<file path="src/rtl/core/ihc_pkg.sv">
package ihc_pkg;

    // header size limits in bytes
    localparam int MIN_HEADER_BYTES = 20;
    localparam int MAX_HEADER_BYTES = 60;

    // result queue between the parser and the output stage
    localparam int Q_DEPTH = 2;
    localparam int Q_PTR_W = $clog2(Q_DEPTH);
    localparam int Q_CNT_W = $clog2(Q_DEPTH + 1);

    // checksum accumulator width
    localparam int SUM_W = 21;

    // verdict codes
    typedef enum logic [3:0] {
        ST_OK           = 4'd0,
        ST_HDR_SHORT    = 4'd1,
        ST_VERSION      = 4'd2,
        ST_HDR_LONG     = 4'd3,
        ST_TOTAL_LT_HDR = 4'd4,
        ST_RESERVED     = 4'd5,
        ST_FLAGS        = 4'd6,
        ST_TTL_ZERO     = 4'd7,
        ST_SRC_EQ_DST   = 4'd8,
        ST_SRC_BCAST    = 4'd9,
        ST_SRC_MCAST    = 4'd10,
        ST_SRC_RSVD     = 4'd11,
        ST_DST_RSVD     = 4'd12,
        ST_TRUNCATED    = 4'd13,
        ST_CHECKSUM     = 4'd14
    } t_status;

    // extracted header fields
    typedef struct packed {
        logic [7:0]  protocol;
        logic [31:0] source_ip;
        logic [31:0] dest_ip;
        logic [5:0]  header_len;
        logic [15:0] ip_length;
        logic [7:0]  ttl;
        logic [5:0]  dscp;
        logic [1:0]  ecn;
        logic        df_flag;
        logic        more_fragments;
        logic [12:0] fragment_offset;
    } t_fields;

    // one queued verdict: status, checksum still to judge, raw sum, fields
    typedef struct packed {
        t_status           status;
        logic              chk;
        logic [SUM_W-1:0]  sum;
        t_fields           fields;
    } t_job;

endpackage

</file>
<file path="src/rtl/core/ihc_if.sv">
// byte stream into the checker
interface ihc_byte_if;
    logic        valid;
    logic        ready;
    logic [7:0]  data_byte;
    logic        first_byte;
    logic        last_byte;
    logic [15:0] frame_len;

    modport source (output valid, data_byte, first_byte, last_byte, frame_len, input ready);
    modport sink   (input valid, data_byte, first_byte, last_byte, frame_len, output ready);
endinterface


</file>
<file path="src/rtl/core/ihc_front.sv">
module ihc_front #(
    parameter int MAX_HDR_BYTES = ihc_pkg::MAX_HEADER_BYTES
) (
    input  logic         i_clk,
    input  logic         i_rst_n,
    ihc_byte_if.sink     i_byte,
    input  logic         i_q_full,
    output logic         o_push,
    output ihc_pkg::t_job o_job
);
    import ihc_pkg::*;

    // header byte offsets
    localparam logic [5:0] IDX_VER_IHL  = 6'd0;
    localparam logic [5:0] IDX_TOS      = 6'd1;
    localparam logic [5:0] IDX_TOT_HI   = 6'd2;
    localparam logic [5:0] IDX_TOT_LO   = 6'd3;
    localparam logic [5:0] IDX_FRAG_HI  = 6'd6;
    localparam logic [5:0] IDX_FRAG_LO  = 6'd7;
    localparam logic [5:0] IDX_TTL      = 6'd8;
    localparam logic [5:0] IDX_PROTO    = 6'd9;
    localparam logic [5:0] IDX_SRC0     = 6'd12;
    localparam logic [5:0] IDX_SRC1     = 6'd13;
    localparam logic [5:0] IDX_SRC2     = 6'd14;
    localparam logic [5:0] IDX_SRC3     = 6'd15;
    localparam logic [5:0] IDX_DST0     = 6'd16;
    localparam logic [5:0] IDX_DST1     = 6'd17;
    localparam logic [5:0] IDX_DST2     = 6'd18;
    localparam logic [5:0] IDX_DST3     = 6'd19;

    logic             r_busy, n_busy;
    logic [5:0]       r_byte_index, n_byte_index;
    logic [SUM_W-1:0] r_sum, n_sum;
    logic [7:0]       r_low, n_low;
    logic [15:0]      r_frame_len, n_frame_len;
    t_fields          r_fields, n_fields;

    logic             accept;
    logic             emit;
    logic             chk;
    logic             loopback;
    logic [5:0]       idx;
    logic [5:0]       hlen;
    logic [7:0]       b;
    t_status          st;

    assign i_byte.ready = !i_q_full;
    assign accept       = i_byte.valid && !i_q_full;
    assign b            = i_byte.data_byte;

    // per-byte parse, checks and checksum accumulation
    always_comb begin
        n_busy       = r_busy;
        n_byte_index = r_byte_index;
        n_sum        = r_sum;
        n_low        = r_low;
        n_frame_len  = r_frame_len;
        n_fields     = r_fields;
        emit         = 1'b0;
        chk          = 1'b0;
        st           = ST_OK;
        loopback     = 1'b0;
        idx          = r_byte_index;
        hlen         = r_fields.header_len;
        if (accept) begin
            if (i_byte.first_byte) begin
                n_busy       = 1'b1;
                n_byte_index = '0;
                n_sum        = '0;
                n_low        = '0;
                n_fields     = '0;
                n_frame_len  = i_byte.frame_len;
                idx          = '0;
            end
            if (i_byte.first_byte && (i_byte.frame_len < 16'(MIN_HEADER_BYTES))) begin
                emit = 1'b1;
                st   = ST_HDR_SHORT;
            end else if (n_busy) begin
                // words are odd byte high, even byte low
                if (idx[0]) begin
                    n_sum = n_sum + {{(SUM_W-16){1'b0}}, b, n_low};
                end else begin
                    n_low = b;
                end

                case (idx)
                    IDX_VER_IHL: begin
                        n_fields.header_len = {b[3:0], 2'b00};
                        if (b[7:4] != 4'd4) begin
                            st = ST_VERSION;
                        end else if (n_fields.header_len < 6'(MIN_HEADER_BYTES)) begin
                            st = ST_HDR_SHORT;
                        end else if (n_fields.header_len > 6'(MAX_HDR_BYTES)) begin
                            st = ST_HDR_LONG;
                        end
                    end
                    IDX_TOS: begin
                        n_fields.dscp = b[7:2];
                        n_fields.ecn  = b[1:0];
                    end
                    IDX_TOT_HI: begin
                        n_fields.ip_length = {b, 8'h00};
                    end
                    IDX_TOT_LO: begin
                        n_fields.ip_length = {n_fields.ip_length[15:8], b};
                        if (n_fields.ip_length < {10'd0, n_fields.header_len}) begin
                            st = ST_TOTAL_LT_HDR;
                        end
                    end
                    IDX_FRAG_HI: begin
                        n_fields.df_flag         = b[6];
                        n_fields.more_fragments  = b[5];
                        n_fields.fragment_offset = {b[4:0], 8'h00};
                        if (b[7]) begin
                            st = ST_RESERVED;
                        end else if (b[6] && b[5]) begin
                            st = ST_FLAGS;
                        end
                    end
                    IDX_FRAG_LO: begin
                        n_fields.fragment_offset = {n_fields.fragment_offset[12:8], b};
                    end
                    IDX_TTL: begin
                        n_fields.ttl = b;
                        if (b == 8'd0) begin
                            st = ST_TTL_ZERO;
                        end
                    end
                    IDX_PROTO: begin
                        n_fields.protocol = b;
                    end
                    IDX_SRC0: n_fields.source_ip[31:24] = b;
                    IDX_SRC1: n_fields.source_ip[23:16] = b;
                    IDX_SRC2: n_fields.source_ip[15:8]  = b;
                    IDX_SRC3: n_fields.source_ip[7:0]   = b;
                    IDX_DST0: n_fields.dest_ip[31:24] = b;
                    IDX_DST1: n_fields.dest_ip[23:16] = b;
                    IDX_DST2: n_fields.dest_ip[15:8]  = b;
                    IDX_DST3: begin
                        n_fields.dest_ip[7:0] = b;
                        // address class checks once both addresses are in
                        loopback = (n_fields.source_ip[31:24] == 8'd127) ||
                                   (n_fields.dest_ip[31:24] == 8'd127);
                        if (!loopback && (n_fields.source_ip == n_fields.dest_ip)) begin
                            st = ST_SRC_EQ_DST;
                        end else if (n_fields.source_ip == 32'hFFFF_FFFF) begin
                            st = ST_SRC_BCAST;
                        end else if (n_fields.source_ip[31:28] == 4'hE) begin
                            st = ST_SRC_MCAST;
                        end else if (n_fields.source_ip[31:28] == 4'hF) begin
                            st = ST_SRC_RSVD;
                        end else if (n_fields.dest_ip[31:28] == 4'hF) begin
                            st = ST_DST_RSVD;
                        end
                    end
                    default: begin
                    end
                endcase

                hlen = n_fields.header_len;
                if (st != ST_OK) begin
                    emit = 1'b1;
                end else if ((idx >= IDX_DST3) && ({1'b0, idx} + 7'd1 >= {1'b0, hlen})) begin
                    // header end: length check here, checksum judged downstream
                    emit = 1'b1;
                    if (n_frame_len < n_fields.ip_length) begin
                        st = ST_TRUNCATED;
                    end else begin
                        chk = 1'b1;
                    end
                end else if (i_byte.last_byte) begin
                    emit = 1'b1;
                    st   = ST_TRUNCATED;
                end else begin
                    n_byte_index = idx + 6'd1;
                end
            end
            if (emit) begin
                n_busy = 1'b0;
            end
        end
    end

    assign o_push        = emit;
    assign o_job.status  = st;
    assign o_job.chk     = chk;
    assign o_job.sum     = n_sum;
    assign o_job.fields  = n_fields;

    // parser state
    always_ff @(posedge i_clk) begin
        if (!i_rst_n) begin
            r_busy       <= 1'b0;
            r_byte_index <= '0;
            r_sum        <= '0;
            r_low        <= '0;
            r_frame_len  <= '0;
            r_fields     <= '0;
        end else begin
            r_busy       <= n_busy;
            r_byte_index <= n_byte_index;
            r_sum        <= n_sum;
            r_low        <= n_low;
            r_frame_len  <= n_frame_len;
            r_fields     <= n_fields;
        end
    end

`ifndef SYNTHESIS
    // a verdict leaves the parser idle until the next first byte
    a_idle_after_verdict: assert property (@(posedge i_clk) disable iff (!i_rst_n)
        o_push |=> !r_busy)
        else $error("parser still busy after verdict");

    // the header end is always reached before the index runs past the largest header
    a_index_in_range: assert property (@(posedge i_clk) disable iff (!i_rst_n)
        r_busy |-> (r_byte_index < 6'(MAX_HDR_BYTES)))
        else $error("byte index beyond largest header");
`endif

endmodule

</file>
<file path="src/flat_wrapper.sv">
// flat-port wrapper written by rule: the top's interface ports become plain ports
module ihc_front_flat import ihc_pkg::*;
#(
    parameter int MAX_HDR_BYTES = ihc_pkg::MAX_HEADER_BYTES
)
  (i_clk, i_rst_n, i_q_full, o_push, o_job, i_byte_valid, i_byte_data_byte, i_byte_first_byte, i_byte_last_byte, i_byte_frame_len, i_byte_ready);
  ihc_byte_if i_byte_i ();
  input  logic i_clk;
  input  logic i_rst_n;
  input  logic i_q_full;
  output logic o_push;
  output ihc_pkg::t_job o_job;
  input wire logic [$bits(i_byte_i.valid)-1:0] i_byte_valid;
  input wire logic [$bits(i_byte_i.data_byte)-1:0] i_byte_data_byte;
  input wire logic [$bits(i_byte_i.first_byte)-1:0] i_byte_first_byte;
  input wire logic [$bits(i_byte_i.last_byte)-1:0] i_byte_last_byte;
  input wire logic [$bits(i_byte_i.frame_len)-1:0] i_byte_frame_len;
  output wire logic [$bits(i_byte_i.ready)-1:0] i_byte_ready;
  assign i_byte_i.valid = i_byte_valid;
  assign i_byte_i.data_byte = i_byte_data_byte;
  assign i_byte_i.first_byte = i_byte_first_byte;
  assign i_byte_i.last_byte = i_byte_last_byte;
  assign i_byte_i.frame_len = i_byte_frame_len;
  assign i_byte_ready = i_byte_i.ready;
  ihc_front #(.MAX_HDR_BYTES(MAX_HDR_BYTES)) u_core (.i_clk(i_clk), .i_rst_n(i_rst_n), .i_byte(i_byte_i), .i_q_full(i_q_full), .o_push(o_push), .o_job(o_job));
endmodule
</file>
<file path="config.mk">
export PLATFORM = sky130hd
export DESIGN_NAME = ihc_front_flat
export DESIGN_NICKNAME = d
export VERILOG_FILES = /design/src/rtl/core/ihc_pkg.sv /design/src/rtl/core/ihc_if.sv /design/src/rtl/core/ihc_front.sv /design/src/flat_wrapper.sv
export SDC_FILE = /design/constraint.sdc
export NUM_CORES = 1
export LEC_CHECK = 0
export BUFFER_PORTS_ARGS = -buffer_cell sky130_fd_sc_hd__buf_4
export CAP_MARGIN = 20
export CORE_MARGIN = 1
export CORE_UTILIZATION = 55
export CTS_BUF_LIST = sky130_fd_sc_hd__clkbuf_16
export CTS_CLUSTER_SIZE = 14
export DETAILED_ROUTE_END_ITERATION = 8
export MAX_ROUTING_LAYER = met4
export PLACE_DENSITY = 0.83
export SLEW_MARGIN = 25
export SYNTH_ARGS = -nofsm -noshare
export SYNTH_HDL_FRONTEND = slang
export SYNTH_SLANG_ARGS = --single-unit
</file>
<file path="constraint.sdc">
create_clock -name i_clk -period 10.4 [get_ports i_clk]
set_input_delay 2.08 -clock i_clk [delete_from_list [all_inputs] [get_ports i_clk]]
set_output_delay 2.08 -clock i_clk [all_outputs]
set_load 0.1 [all_outputs]
</file>
==> key figures, run 1 <==
Synthesis
  • Top cell type by total area after synthesis: dfxtp_1
  • Mapped cell area: 10130 sq um
  • Number of synthesized flops with an enable pin: 0
  • Fraction of registers with async set/reset: 0%
  • Yosys reg bits: 177
  • Top-count cell post-synth: dfxtp_1
  • Xor/xnor share of the synthesized area: 2.681%
  • Syn_area_per_cell: 8.496 sq um
  • Compound-gate portion of the synthesized area: 23.28%
  • Main flop type after synthesis: dfxtp_1
  • Yosys warning count: 0
  • Largest family of logic cells by synthesized area: simple AND/OR/NAND/NOR gates
  • Top cell type's share of synthesized area: 34.99%
  • Post-synthesis simple-gate area fraction: 26.24%
  • Top post-synthesis cells by area: dfxtp_1 35%, a22o_1 9.4%, and2_1 9.1%
  • Synth Area in Adders: 5.881%
  • Register area share after synthesis: 34.99%
  • Most frequent cells after synthesis: 177 x dfxtp_1, 148 x and2_1, 109 x a22o_1
  • Yosys cell types: 78
  • Multiplexer area fraction after synthesis: 2.409%
  • Syn_nets: 1269
  • Post-synthesis cell count: 1192

Placed design
  • # port buffers: 182
  • Post-detail-place hpwl: 21350 um
  • Pre-CTS setup slack: 1.781 ns
  • Routability-driven placement congestion ratio: 0.9075

GRT
  • GRT Total Usage: 33.24%
  • Initial antenna violation count: 0
  • First-pass GRT wire length: 46770 um
  • Vias in the first global route: 8841
  • Grt total ovfl: 0
  • Maximum number of pins on one net before global-route repair: 77

Clocking
  • Clock Path Buffers: 2
  • Post_cts resized: 0
  • Clk Latency, worst-skew pair: 0.44 ns
  • CTS Hold Bufs: 0
  • Setup bufs post-CTS: 0
  • Root buf cell: clkbuf_16
  • Clk slew on worst S/H paths: 0.06 ns
  • CTS tree: yes
  • CTS H-tree lvls: 4
  • TritonCTS Buffers: 17
  • Clock sinks: 177

Power and ir drop
  • Design Power: 1.432 mW
  • Leakage power: 5.187 nW
  • Power per cell area: 118.7 nW/um^2
  • Worst VDD drop: 0.1101 mV

STA
  • Final worst setup slack: 1.681 ns
  • Max-slew headroom: 29.14%
  • Max Transition Viols Final: 0
  • Fin Hold WS: 0.4479 ns
  • Clock Skews: 0.008908 ns
  • F_max: 114.7 MHz
  • Min Clock Period, post-route: 8.719 ns
  • Hold Fails Final Rpt: 0
  • Final Setup Violations: 0
  • Setup TNS: 0 ns
  • RSZ-0062 raised after global routing: false
  • Crit share post-route: 83.84%
  • Worst-margin pin slew: 1.062 ns

Drt
  • First-pass DRT Iterations: 5
  • DR iter-0 viols: 906
  • Total number of vias: 9820
  • WL/cell: 20.12 um
  • Routed WL: 31400 um
  • ANT nets after route: 0
  • Drt drc: 0
  • Avg Vias per Cell: 6.291

Cells and area
  • Fraction of layout cells with a size suffix above 1: 19.67%
  • # fillers: 1523
  • Layout net count: 1396
  • Syn-to-layout area delta: 19.10%
  • N_diodes: 0

Critical path
  • WS Path Type: primary input to output pin
  • Critical path's most frequent cell: a21oi_1
  • Crit-path max FO: 56
  • Crit. End Element: output pin
  • CP cell instances: buf_4 > nor2b_1 > inv_1 > ha_1 > or2_2 > a21oi_1 > a22oi_1 > ha_1 > a21oi_1 > a21boi_0 > o21ai_0 > o211ai_1 > a31oi_1 > mux2i_1 > nand2b_1 > a21oi_1 > buf_4
  • Critical Path AT: 6.64 ns
  • Max incr delay on CP: 0.63 ns
  • Buf+Inv Stages, Crit Path: 3
  • CP Data Required Time: 8.32 ns
  • Slowest-stage cell, CP: a21oi_1
  • Crit path max-delay family: compound AO/OA/AOI/OAI gates
  • Worst setup SP type: primary input

Outcome
  • Status: finished, final reports clean

Hold path
  • Worst Hold Class: flip-flop to flip-flop

Floorplan
  • Initial core utilization: 56.18%
  • IO Count: 183
  • CORE AREA: 18020 sq um
  • Die span in x: 137.7 um
  • Standard-cell rows: 49
  • Die area: 18960 sq um
  • Die span in y: 137.7 um

Flow run
  • Max Cap Violations: 0
==> state kept, by name, indices dropped and copies added, names as in the netlist <==
name / count
u_core.r_busy: 1
u_core.r_byte_index: 6
u_core.r_fields: 125
u_core.r_frame_len: 16
u_core.r_low: 8
u_core.r_sum: 21
==> per-layer routing <==
layer	wire length (um)	share of wire, %	GRT usage [%]
met5	0	0	-
met4	1133	3.6	14.55
met3	2508	8.0	4.930
met2	14530	46	51.95
met1	13230	42	42.55
==> area by class of cell <==
cell class                      count  area (sq um)  area share (%)
Multi-Input combinational cell    901          6136           50.87
Sequential cell                   177          3543           29.38
Timing Repair Buffer              189          1419           11.76
Clock buffer                       17         425.4           3.527
Tap cell                          229         286.5           2.376
Clock inverter                     15         127.6           1.058
Inverter                           33         123.9           1.027
==> placed cells by master, fill, tap and decap left out, types with 11 or more instances in the layout <==
cell type	netlist	routed
buf_4	2	189
dfxtp_1	177	177
and2_1	148	148
a22o_1	109	109
nand2_1	84	84
nor2_1	59	59
ha_1	46	46
o21ai_0	40	39
a21oi_1	37	37
nor2b_1	35	34
inv_1	32	33
nor3_1	29	29
o21ai_1	30	29
nand3_1	28	28
nand2b_1	20	20
mux2_2	19	19
nand4_1	18	18
xnor2_1	18	18
clkbuf_16	0	17
a22oi_1	16	16
nor4_1	14	14
a31oi_1	13	13
xor2_1	13	13
and3_1	11	11
==> logic make-up (layout without fill, tap and decap cells) <==
group                      Yosys count  in the layout
and+or+nand+nor                    479            479
AOI/OAI and AO/OA                  322            322
DFF                                177            177
buffers and inverters              114            254
adders and majority gates           47             47
xor gates and xnor gates            31             31
muxes                               22             22
==> report_power, final <==
part | internal (mW) | switching [mW] | leakage [nW] | total, mW
logic | 0.0393 | 0.0946 | 3.49 | 0.134
clock network | 0.313 | 0.299 | 0.265 | 0.613
registers | 0.683 | 0.00267 | 1.43 | 0.686
total | 1.04 | 0.397 | 5.19 | 1.43
==> through the flow <==
| step | cells | cell area [sq um] | utilization [%] |
|---|---|---|---|
| 2_1_floorplan | 1192 | 10130 | - |
| 3_3_place_gp | 1529 | 11500 | 63.83 |
| 3_5_place_dp | 1529 | 11500 | 63.83 |
| 4_1_cts | 1561 | 12060 | 66.90 |
| 5_1_grt | 1561 | 12060 | 66.92 |
| 6_report | 1561 | 12060 | 66.92 |
==> path summary, 6_finish.rpt <==
check / startpoint / to / slack (ns) / cells after the start
max reg2reg: u_core.r_byte_index[0]$_SDFFE_PN0P_ / u_core.r_byte_index[5]$_SDFFE_PN0P_ / 5.98 / 14
min reg2reg: u_core.r_low[2]$_SDFFE_PN0P_ / u_core.r_low[2]$_SDFFE_PN0P_ / 0.45 / 2
max: i_byte_first_byte / o_job[147] / 1.68 / 17
min: u_core.r_low[2]$_SDFFE_PN0P_ / u_core.r_low[2]$_SDFFE_PN0P_ / 0.45 / 2
==> tightest hold or removal path: stages (launching register included) <==
cell	delay (ns)
dfxtp_1	0.31
nand2_1	0.05
a21oi_1	0.05
Power figures use the tool's default switching activity.
==> run 2, diff against run 1 <==
Settings changed: CORE_UTILIZATION 55 to 51, PLACE_DENSITY 0.83 to 0.81.
Clock period 10.4 ns to 7.06 ns, I/O delays scaled along.
==> key figures, run 2 (synthesis results as in run 1) <==
Outcome
  • Status: finished, final reports clean (unchanged)

Cells and area
  • Layout net count: 1402 (was 1396)
  • Number of flip-flops in the largest register: 125 (unchanged)
  • Commonest non-fill, non-tap cell in the layout: buf_4 (unchanged)
  • Syn-to-layout area delta: 20.68% (was 19.10%)
  • End-of-flow core utilization: 62.80% (was 66.92%)
  • Top Registers: u_core.r_fields (125), u_core.r_sum (21), u_core.r_frame_len (16) (unchanged)
  • Most frequent cells in the layout: 194 x buf_4, 177 x dfxtp_1, 148 x and2_1 (was 189 x buf_4, 177 x dfxtp_1, 148 x and2_1)
  • N_diodes: 0 (unchanged)
  • Top reg by flops: u_core.r_fields (unchanged)
  • Fraction of layout cells with a size suffix above 1: 20.33% (was 19.67%)
  • Fin area: 12220 sq um (was 12060 sq um)
  • # fillers: 1695 (was 1523)

Clocking
  • Root buf cell: clkbuf_16 (unchanged)
  • Clock Path Buffers: 2 (unchanged)
  • Clock sinks: 177 (unchanged)
  • CTS Hold Bufs: 0 (unchanged)
  • CTS tree: yes (unchanged)
  • Setup bufs post-CTS: 0 (unchanged)
  • Clk Latency, worst-skew pair: 0.43 ns (was 0.44 ns)
  • Clk slew on worst S/H paths: 0.07 ns (was 0.06 ns)
  • TritonCTS Buffers: 17 (unchanged)
  • Post_cts resized: 0 (unchanged)
  • CTS H-tree lvls: 4 (unchanged)

Critical path
  • Crit. End Element: output pin (unchanged)
  • Crit-path max FO: 9 (was 56)
  • CP Data Required Time: 5.65 ns (was 8.32 ns)
  • WS Path Type: primary input to output pin (unchanged)
  • Critical Path AT: 5.20 ns (was 6.64 ns)
  • R2R cell count: 15 (was 14)
  • Worst setup SP type: primary input (unchanged)

Placed design
  • Placed Area: 11630 sq um (was 11500 sq um)
  • Post-detail-place hpwl: 21930 um (was 21350 um)
  • Routability-driven placement congestion ratio: 0.9535 (was 0.9075)
  • # port buffers: 182 (unchanged)

GRT
  • Maximum number of pins on one net before global-route repair: 128 (was 77)
  • First-pass GRT wire length: 49330 um (was 46770 um)
  • Grt total ovfl: 0 (unchanged)
  • Initial antenna violation count: 0 (unchanged)
  • Vias in the first global route: 9187 (was 8841)
  • GRT Total Usage: 32.18% (was 33.24%)

Power and ir drop
  • Design Power: 2.174 mW (was 1.432 mW)
  • Clock share of power: 44.2% (was 42.8%)
  • Leakage power: 5.252 nW (was 5.187 nW)
  • Power per cell area: 177.9 nW/um^2 (was 118.7 nW/um^2)
  • Net Sw Frac: 26.71% (was 27.70%)
  • Switching pwr: 0.5805 mW (was 0.3967 mW)
  • Int Pwr: 1.593 mW (was 1.035 mW)
  • Sequential share of power: 46.5% (was 47.9%)
  • Logic pwr share: 9.3% (about the same)
  • Worst VDD drop: 0.1669 mV (was 0.1101 mV)

Drt
  • WL/cell: 20.15 um (was 20.12 um)
  • Routed WL: 32290 um (was 31400 um)
  • Avg Vias per Cell: 6.160 (was 6.291)
  • Drt drc: 0 (unchanged)
  • ANT nets after route: 0 (unchanged)
  • DR iter-0 viols: 983 (was 906)
  • Total number of vias: 9875 (was 9820)
  • First-pass DRT Iterations: 5 (unchanged)

Floorplan
  • Die span in y: 142.9 um (was 137.7 um)
  • Die area: 20420 sq um (was 18960 sq um)
  • Die span in x: 142.9 um (was 137.7 um)
  • Standard-cell rows: 51 (was 49)
  • CORE AREA: 19460 sq um (was 18020 sq um)
  • Initial core utilization: 52.03% (was 56.18%)
  • IO Count: 183 (unchanged)

STA
  • Crit share post-route: 93.66%
  • F_max: 151.2 MHz
  • Min Clock Period, post-route: 6.612 ns
  • Max-slew headroom: 37.93% (was 29.14%)
  • Hold Fails Final Rpt: 0 (unchanged)
  • Clock Skews: 0.006299 ns (was 0.008908 ns)
  • RSZ-0062 raised after global routing: false (unchanged)
  • Max Transition Viols Final: 0 (unchanged)
  • Worst-margin pin slew: 0.9284 ns (was 1.062 ns)
  • Final Setup Violations: 0 (unchanged)

Flow run
  • Max Cap Violations: 0 (unchanged)

Hold path
  • Hold depth: 2 (unchanged)
  • Worst Hold Class: flip-flop to flip-flop (unchanged)
[run 2: changes by cell type in the layout (fill, tap and decap cells not counted), moves of 2 or more]
cell and delta:
buf_4 +5, clkinvlp_4 -4, o21ai_0 -4, inv_8 -3, o21ai_1 +3, a21oi_1 -2, bufinv_16 +2, clkinv_4 +2
[run 2: final timing paths]
check,startpoint,end,slack [ns]
worst max-delay path,i_byte_first_byte,o_job[147],0.45
worst min-delay path,u_core.r_low[3]$_SDFFE_PN0P_,u_core.r_low[3]$_SDFFE_PN0P_,0.45
worst max register to register,u_core.r_byte_index[0]$_SDFFE_PN0P_,u_core.r_byte_index[5]$_SDFFE_PN0P_,3.22
worst min register to register,u_core.r_low[3]$_SDFFE_PN0P_,u_core.r_low[3]$_SDFFE_PN0P_,0.45
[run 2: power by group through the flow]
stage	Clock (mW)	Sequential, mW	Combinational (mW)
floorplan	0	1.03	0.131
global placement	0	1.03	0.196
detailed placement	0	1.03	0.197
CTS	0.968	1.01	0.198
global route	1.01	1.01	0.216
finish	0.961	1.01	0.203
[run 2: final cells by class]
cell class | count | area, sq um | area share (%)
timing repair buffer | 195 | 1468 | 12.01
sequential | 177 | 3543 | 28.99
clock buffer | 17 | 425.4 | 3.481
inverter | 33 | 123.9 | 1.014
tap | 265 | 331.6 | 2.713
clock inverter | 15 | 158.9 | 1.300
multi-input combinational | 901 | 6171 | 50.49
[run 2: layer usage]
layer,vias up,track usage [%],part of all wire [%]
met1,4748,41.26,44
met4,0,12.00,2.6
met5,-,-,0
met3,77,4.762,7.0
met2,481,51.17,46
li1,4569,-,-
[run 2: stage by stage]
stage / std cells / TNS (ns) / hold slack [ns] / setup WS [ns]
after global placement: 1571 / 0 / 0.4360 / 0.5812
after global routing: 1603 / 0 / 0.4682 / 0.1727
final: 1603 / 0 / 0.4522 / 0.4479
after CTS: 1603 / 0 / 0.4498 / 0.4700
after detailed placement: 1571 / 0 / 0.4398 / 0.5124
after floorplan: 1192 / -0.7960 / 0.4274 / -0.3980
[run 2: critical path, cell delays in order]
cell and delay (ns):
buf_4 0.13, nand2b_1 0.19, inv_1 0.11, ha_1 0.28
o21a_1 0.39, a21oi_1 0.12, buf_4 0.21, a22oi_1 0.20
ha_1 0.29, a211oi_1 0.24, o21bai_1 0.11, a211oi_1 0.24
o21ai_0 0.13, a31oi_1 0.29, mux2i_1 0.21, nand2b_1 0.22
a21oi_4 0.13, buf_4 0.30
